[src/rtl/alat_pkg.sv]
`timescale 1ns / 1ps
// ----------------------------------------------------------------------------
// alat_pkg
// Shared types and constants for the alias address table.
// ----------------------------------------------------------------------------
package alat_pkg;

  localparam int DEFAULT_TABLE_DEPTH = 64;

  typedef enum logic [2:0] {
    CMD_INSERT      = 3'd0,
    CMD_LOOKUP      = 3'd1,
    CMD_UPDATE      = 3'd2,
    CMD_DELETE      = 3'd3,
    CMD_LIST_PREFIX = 3'd4,
    CMD_LIST_ALL    = 3'd5
  } cmd_t;

  typedef enum logic [2:0] {
    ST_OK           = 3'd0,
    ST_ALIAS_EXISTS = 3'd1,
    ST_ADDR_EXISTS  = 3'd2,
    ST_NOT_FOUND    = 3'd3,
    ST_FULL         = 3'd4
  } status_t;

  // one table row, same layout as the stream data word
  typedef struct packed {
    logic [31:0] address;
    logic [63:0] alias_lo;
    logic [15:0] alias_hi;
  } entry_t;

  localparam int ENTRY_W = $bits(entry_t);

  // compare unit results
  typedef struct packed {
    logic alias_eq;
    logic addr_eq;
    logic prefix_eq;
  } cmp_t;

endpackage

[src/rtl/alat_cmp.sv]
`timescale 1ns / 1ps
// ----------------------------------------------------------------------------
// alat_cmp
// Shared compare unit: one stored row against the command key.
// ----------------------------------------------------------------------------
module alat_cmp
  import alat_pkg::*;
(
  input  entry_t row,
  input  entry_t key,
  output cmp_t   res
);

  always_comb begin
    res.alias_eq  = (row.alias_hi == key.alias_hi) && (row.alias_lo == key.alias_lo);
    res.addr_eq   = (row.address == key.address);
    res.prefix_eq = (row.address[31:16] == key.address[31:16]);
  end

endmodule

[config.mk]
export PLATFORM = sky130hd
export DESIGN_NAME = alat_cmp
export DESIGN_NICKNAME = d
export VERILOG_FILES = /design/src/rtl/alat_pkg.sv /design/src/rtl/alat_cmp.sv
export SDC_FILE = /design/constraint.sdc
export NUM_CORES = 1
export LEC_CHECK = 0
export BUFFER_PORTS_ARGS = -buffer_cell sky130_fd_sc_hd__buf_4
export CAP_MARGIN = 25
export CORE_AREA = 5 5 85 87
export DETAILED_ROUTE_END_ITERATION = 10
export DIE_AREA = 0 0 90 92
export PLACE_DENSITY_LB_ADDON = 0.08
export SYNTH_ARGS = -nofsm -noshare
export SYNTH_HDL_FRONTEND = slang
export SYNTH_SLANG_ARGS = --single-unit
[constraint.sdc]
create_clock -name vclk -period 3.1
set_clock_uncertainty 0.2 [all_clocks]
set_input_delay 0.465 -clock vclk [all_inputs]
set_output_delay 0.465 -clock vclk [all_outputs]
set_load 0.005 [all_outputs]
[Word level (Yosys, flattened, before mapping)]
Index checks and enable logic that the tools add are counted.
Widths: inputs -> output; s select.
Word-level totals
  word-level logic and storage cells: 5
  output and inout bits: 3
  bits in registers: 0
  bits of input ports: 224
Cells by class
  reduce and logical (&&, ||, !) cells: 1
  equal/unequal tests: 4
Operator list (number)
  $eq 64x64->1: 1
  $eq 16x16->1: 2
  $eq 32x32->1: 1
  $logic_and 1x1->1: 1

[Depth between registers and ports, before layout]
  depth after elaboration: 2
  gate-level depth with buffers: 5
  depth with buffers taken out: 5

[Least setup slack after synthesis]
No wires, ideal clock.
  path type: input to output
  start point: in key[107] (netlist bit)
  end point: out res[1] (netlist bit)
  slack: 1.170 ns
  required time: 2.435 ns
  buffers on the path: 0
  data arrival time: 1.265 ns
  cell stages on the path: 4
  cells stage by stage: xnor2_1 nand4_1 nor4_2 and4_1
RTL lines
  start: declaration: line alat_cmp.sv:10  | input entry_t key,
  end: declaration: line alat_cmp.sv:11  | output cmp_t res

==> metrics <==
WS Path Type in -> out; CLK BUF 0; register area 0 sq um; commonest non-fill, non-tap cell in the layout buf_4; global route overflow 0; WL final 6450 microns; Seq cells 0; Synthesized Nets approximately 370; Synth cell types 9; endpoints failing hold 0; 1st-pass router iterations 4; synth warn 0; Post-DP HPWL 6240 microns; post_cts resized 0; io pins 227; first-pass GRT wire length ~10000 microns; Port Buffers 227; area grow syn2layout 147%; DIE AREA about 8300 sq um; gr usage total between 10% and 20%; GPL Wtd Cong 0.794; antenna cells 0; Die X 90 microns; Core ar. 6280 sq um; startpoint types primary input; Setup TNS 0 ns; vias in the first global route 2070; fill count 650; most frequent cells in the layout buf_4 (227), xnor2_1 (72), xor2_1 (40), nand4_1 (20), nor4_1 (13); layout net count 603; CP Data Required Time 2.43 ns; initial DRC count 15; hold crit path type in -> out; Pleak 0.00143 uW; maximum fanout along the worst path 1; sequential cell area fraction in the yosys report 0%; antenna viol nets, final 0; Gate Count Post-Synth 150; Max VDD drop 0.0587 mV; final critical-path required period 2.41 ns; antenna violations before repair 0; area occupied by multi-input gates approximately 1200 sq um; Final period util 77.8%; fmax 415 MHz; DR vias 1876; Remaining DRCs 0; Slew Viols, Final 0; Initial Utilization 19.6%; outcome complete, no violations; largest net degree at the start of global routing 3; Slew HR 76.5%; Least-Margin Pin Slew ~0.35 ns; drt wl/cell 14.2 microns; FP Rows 29; Mapped Area 1230 sq um; Setup crit end kind output pin; synthesized area per cell approximately 8.2 sq um; Crit path arrival time 1.75 ns; unrepaired setup endpoints after global routing false; chip height 92 microns; final setup vio count 0; max-cap violations 0; CTS Hold Bufs 0; P per Cell Area 124 nW/um^2; vias per cell around 4.1; layout cell share with drive strength beyond 1 60.7%; final hold slack 1.12 ns; number of post-CTS setup repair buffers 0
worst max-delay path, stage by stage:
cell and delay [ns]:
buf_4 0.11, xnor2_1 0.15, nand4_1 0.13, nor4_1 0.39, nand3_1 0.18, nor3_2 0.19, buf_4 0.13
worst paths after layout:
path / startpoint / end / slack, ns / cells after the start
setup / recovery: key[68] / res[2] / 0.69 / 7
hold / removal: row[98] / res[0] / 1.12 / 5
per-layer routing:
metal	part of all wire [%]	GRT usage [%]	up-vias	wire length, microns
met3	9.1	3.76	0	589
met5	0	0	-	0
li1	-	-	976	-
met1	31	13.8	797	1990
met4	0	0	0	0
met2	60	31.2	103	3870
Yosys cell counts:
cell      n  area share (%)
nor2_1    1            0.31
xor2_1   40              29
nand3_1   1            0.41
nor3_2    1            0.82
nand4_1  20              10
xnor2_1  72              51
and4_1    1            0.71
nor4_2    1             1.0
nor4_1   13             6.6
layout make-up:
class	instances	area share (%)
multi-input combinational	150	40.5
tap	77	3.18
timing repair buffer	227	56.3
kinds of logic (layout without fill, tap and decap cells):
kind of cell | count (synthesis) | after routing | synth area share [%]
and+or+nand+nor | 38 | 38 | 20.1
xor gates and xnor gates | 112 | 112 | 79.9
buffers and inverters | 0 | 227 | 0
stage by stage:
stage               worst slack [ns]  utilization (%)  total power (uW)  instance area (sq um)  cells
finish                         0.689             48.2               376                   3030    454
global route                   0.595             48.2               408                   3030    454
CTS                            0.697             48.2               380                   3030    454
detailed placement             0.705             48.2               379                   3030    454
global placement               0.677             48.2               374                   3030    454
floorplan                       1.17                -               126                   1230    150
power breakdown:
group          internal (uW)  switching [uW]  total [uW]
clock network              0               0           0
registers                  0               0           0
logic                    266             110         376
(Power assumes the default switching activity.)
