==> src/rtl/alat_ram.sv <==
`timescale 1ns / 1ps
// ----------------------------------------------------------------------------
// alat_ram
// Generic simple dual-port RAM, one write and one registered read port.
// ----------------------------------------------------------------------------
module alat_ram #(
  parameter int WIDTH = 8,
  parameter int DEPTH = 16,
  localparam int ADDR_W = (DEPTH > 1) ? $clog2(DEPTH) : 1
) (
  input  logic              clk,
  input  logic              we,
  input  logic [ADDR_W-1:0] waddr,
  input  logic [WIDTH-1:0]  wdata,
  input  logic              re,
  input  logic [ADDR_W-1:0] raddr,
  output logic [WIDTH-1:0]  rdata
);

  logic [WIDTH-1:0] mem [DEPTH];

  always_ff @(posedge clk) begin
    if (we) begin
      mem[waddr] <= wdata;
    end
    if (re) begin
      rdata <= mem[raddr];
    end
  end

endmodule

==> config.mk <==
export PLATFORM = sky130hd
export DESIGN_NAME = alat_ram
export DESIGN_NICKNAME = d
export VERILOG_FILES = /design/src/rtl/alat_ram.sv
export SDC_FILE = /design/constraint.sdc
export NUM_CORES = 1
export LEC_CHECK = 0
export BUFFER_PORTS_ARGS = -buffer_cell sky130_fd_sc_hd__buf_2
export CAP_MARGIN = 20
export CORE_MARGIN = 5
export CORE_UTILIZATION = 35
export DETAILED_ROUTE_END_ITERATION = 8
export PLACE_DENSITY = 0.62
export SETUP_SLACK_MARGIN = 0.02
export SLEW_MARGIN = 20
export SYNTH_ARGS = -nofsm -noshare
export SYNTH_HDL_FRONTEND = slang
export SYNTH_SLANG_ARGS = --single-unit
==> constraint.sdc <==
create_clock -name clk -period 2.5 [get_ports clk]
set_input_delay 0.375 -clock clk [delete_from_list [all_inputs] [get_ports clk]]
set_output_delay 0.375 -clock clk [all_outputs]
set_load 0.02 [all_outputs]
* Word level (Yosys, flattened, before mapping) *
Memory sizes are Yosys's and may differ from the RTL's. A register that Yosys moved wholly into a read port is not among the register bits.
Cells that the tools add are included.

word-level totals
  memories = 1
  bits of input ports = 19
  flip-flop bits (word level) = 0
  memory bits (writable) = 128
  logic and storage cells = 3

operators by class
  mux-type cells = 2

memory list
  memory  depth  width  read ports  clocked after Yosys merged registers in  write ports  line  text
  mem     16     8      1           1                                        1            20    logic [WIDTH-1:0] mem [DEPTH];

operators by type and width
  operator           count
  two-way mux 1 bit  2

* Depth between registers and ports, before layout *
  depth in word-level cells = 2
  mapped depth = 5
  depth with buffers taken out = 3

* Worst setup path before layout *
Ideal clock, no wire load.

  path kind = in2reg
  start = in waddr[2]
  end = mem mem[0][0] (enable)
  arrival = 1485 ps
  slack = 632 ps
  data required time = 2117 ps
  stages on the path = 2
  path buffers = 0
  cell sequence = or3b_2 nor3_1

RTL lines
  element      line  text
  from (decl)  13    input logic [ADDR_W-1:0] waddr,
  to (decl)    20

Straight into the memory's write port.

==> impl_metrics.csv <==
group,metric,value,unit
detailed_routing,ant_nets,0,
grt,grt_use_total,13.1,%
worst_setup_path,rr_worst_depth,3,
floorplan,die_y,132,um
grt,grt_pass1_vias,2598,
min_path,holdPathStages,1,
synth,synthArstFlopShare,0,%
clocking,cts_root_buffer,"clkbuf_16",
clocking,postCtsHoldBufs,0,
worst_setup_path,path_max_fanout,19,
placement,hpwl,6910,um
cells_and_area,antenna_cells,0,
floorplan,dieArea,17500,um2
placement,portBuffers,26,
clocking,cts_made_buffers,17,
worst_setup_path,cp.arrival,1790,ps
worst_setup_path,max_stage_delay,610,ps
clocking,cts_max_level,4,
detailed_routing,vias,2470,
floorplan,die_w,132,um
sta,min_period_over_period,65.3,%
grt,grt_pass1_wl,16600,um
synth,yosysMostFrequentCell,"edfxtp_1",
clocking,post_cts_resized,0,
synth,yosys.area.top_type,"edfxtp_1",
worst_setup_path,critical_path_cell_count,5,
synth,synth_seq_area_share,78.1,%
worst_setup_path,crit_slowest_cell,"mux4_1",
worst_setup_path,cp_num_buf_inv,2,
detailed_routing,dr.pass1.iters,4,
synth,synth_seq_cells,136,
sta,relSlewSlack,49.6,%
floorplan,start_util,35.8,%
synth,netlist_top_cells_count,"edfxtp_1, mux4_2, a22oi_1",
floorplan,rows,44,
sta,slew_violations,0,
worst_setup_path,cp-end-kind,"flop",
clocking,clock_path_buffers,2,
pwr,peakVddDrop,0.000421,V
run,max_cap_violations,0,
synth,synth_edf_count,136,
placement,gp_congestion,0.770,
floorplan,core,14600,um2
grt,antenna_found_initial,0,
cells_and_area,final_cells,481,
floorplan,io_pins,27,
synth,syn-instance-count,229,
placement,dp_slack,471,ps
synth,syn_area,5230,um2
synth,netlist.area_leader.share,78.1,%
min_path,min_path_type,"in2reg",
clocking,clk_latency,410,ps
sta,tns,0,ps
detailed_routing,drc_errors,0,
synth,ys_types,18,
pwr,p_leak,0.00213,uW
sta,timing.fmax,612,MHz
pwr,p_total,5540,uW
detailed_routing,drt_iter0_drc,196,
outcome,status,"complete, no violations",
synth,synth.area.top_cells,"edfxtp_1, mux4_2, mux4_1, a22oi_1, nor2_1",
synth,syn_avg_cell_area,22.8,um2
placement,dp.cells,450,
synth,synth_warnings,0,
worst_setup_path,crit_required,2650,ps
cells_and_area,syn_to_final_growth,20.5,%
clocking,clk_pin_slew,60,ps
cells_and_area,nets,304,
clocking,post_cts_buffers,0,
clocking,cts_tree,"built",
synth,ys.flop_type,"edfxtp_1",
cells_and_area,drive_gt1_share,31.0,%
sta,skew,7.73,ps
detailed_routing,wire_per_inst,22.7,um
sta,setup_ws,867,ps
detailed_routing,drt-total-wl,10900,um
pwr,p_per_area,879,nW/um2
detailed_routing,routed_via_density,5.14,
grt,overflow,0,
worst_setup_path,critPathLaunchType,"input port",
worst_setup_path,crit_family,"multiplexers",
sta,hold_violations,0,
clocking,cts.sinks,136,
worst_setup_path,crit_chain,"buf_2 -> buf_4 -> mux4_1 -> a22oi_1 -> nand2_1",
worst_setup_path,crit_type,"in2reg",
grt,grt_max_degree,20,
cells_and_area,fillers,1231,
sta,rsz0062_at_grt,"no",
sta,report.final.setup_viol,0,
sta,final.min_clock_period,1630,ps
synth,syn_nets,248,
sta,tightest_slew,753,ps
==> stage by stage <==
stage	utilization (%)	hold WS [ps]	cell area (um2)
floorplan	-	474	5230
global placement	38.8	730	5660
detailed placement	38.8	750	5660
CTS	43.2	325	6300
global route	43.2	328	6300
finish	43.2	345	6300
==> cells in the final DEF, fill, tap and decap left out, drive strengths merged <==
cell type | netlist | layout
and2 | 1 | 1
edfxtp | 136 | 136
nand2 | 9 | 9
clkbuf | 0 | 20
nor3 | 4 | 4
a22oi | 16 | 16
nor2b | 1 | 1
nand3 | 1 | 1
nand3b | 2 | 2
mux4 | 32 | 32
and2b | 1 | 1
buf | 7 | 47
clkinv | 0 | 5
bufinv | 0 | 6
or3b | 1 | 1
nand2b | 2 | 2
nor2 | 13 | 13
==> worst paths after layout <==
kind / slack, ps / start / to
worst max-delay path: 870 / raddr[0] / rdata[1]
worst min-delay path: 340 / re / rdata[2]
worst max register to register: 1020 / mem[9][1] / rdata[1]
worst min register to register: 750 / mem[14][4] / rdata[4]
==> worst register-to-register path: cells and delay by family (launching register included) <==
| family | cells | cell delay [ps] |
|---|---|---|
| mux | 1 | 510 |
| flops | 1 | 360 |
| compound gates | 1 | 280 |
| simple gates | 1 | 80 |
==> cells by family (layout without fill, tap and decap cells) <==
group,Yosys count,count (layout),synth area share (%)
and+or+nand+nor,35,35,3.14
buffers and inverters,10,78,1.65
muxes,32,32,14.8
DFF,136,136,78.1
AOI/OAI and AO/OA,16,16,2.30
==> area by class of cell <==
class                      count  area [um2]  area share [%]
sequential                   136        4080            64.8
multi-input combinational     83        1060            16.8
clock buffer                  20         437            6.93
timing repair buffer          47         288            4.57
tap                          184         230            3.66
clock inverter                11         203            3.22
==> per-layer routing <==
| layer | up-vias | share of wire (%) | track usage (%) |
|---|---|---|---|
| met4 | 0 | 0.94 | 5.09 |
| met2 | 79 | 46 | 19.1 |
| li1 | 1095 | - | - |
| met5 | - | 0 | 0 |
| met3 | 8 | 6.0 | 3.55 |
| met1 | 1288 | 47 | 18.9 |
==> report_power, final <==
part | total (uW) | switching (uW) | internal [uW]
clock | 2700 | 851 | 1850
sequential | 2590 | 15.3 | 2570
combinational | 248 | 149 | 98.2
total | 5540 | 1020 | 4520
==> sequential cells by signal, summed over array words and instances (netlist names) <==
name   count
mem      128
rdata      8
(Power assumes the default switching activity.)
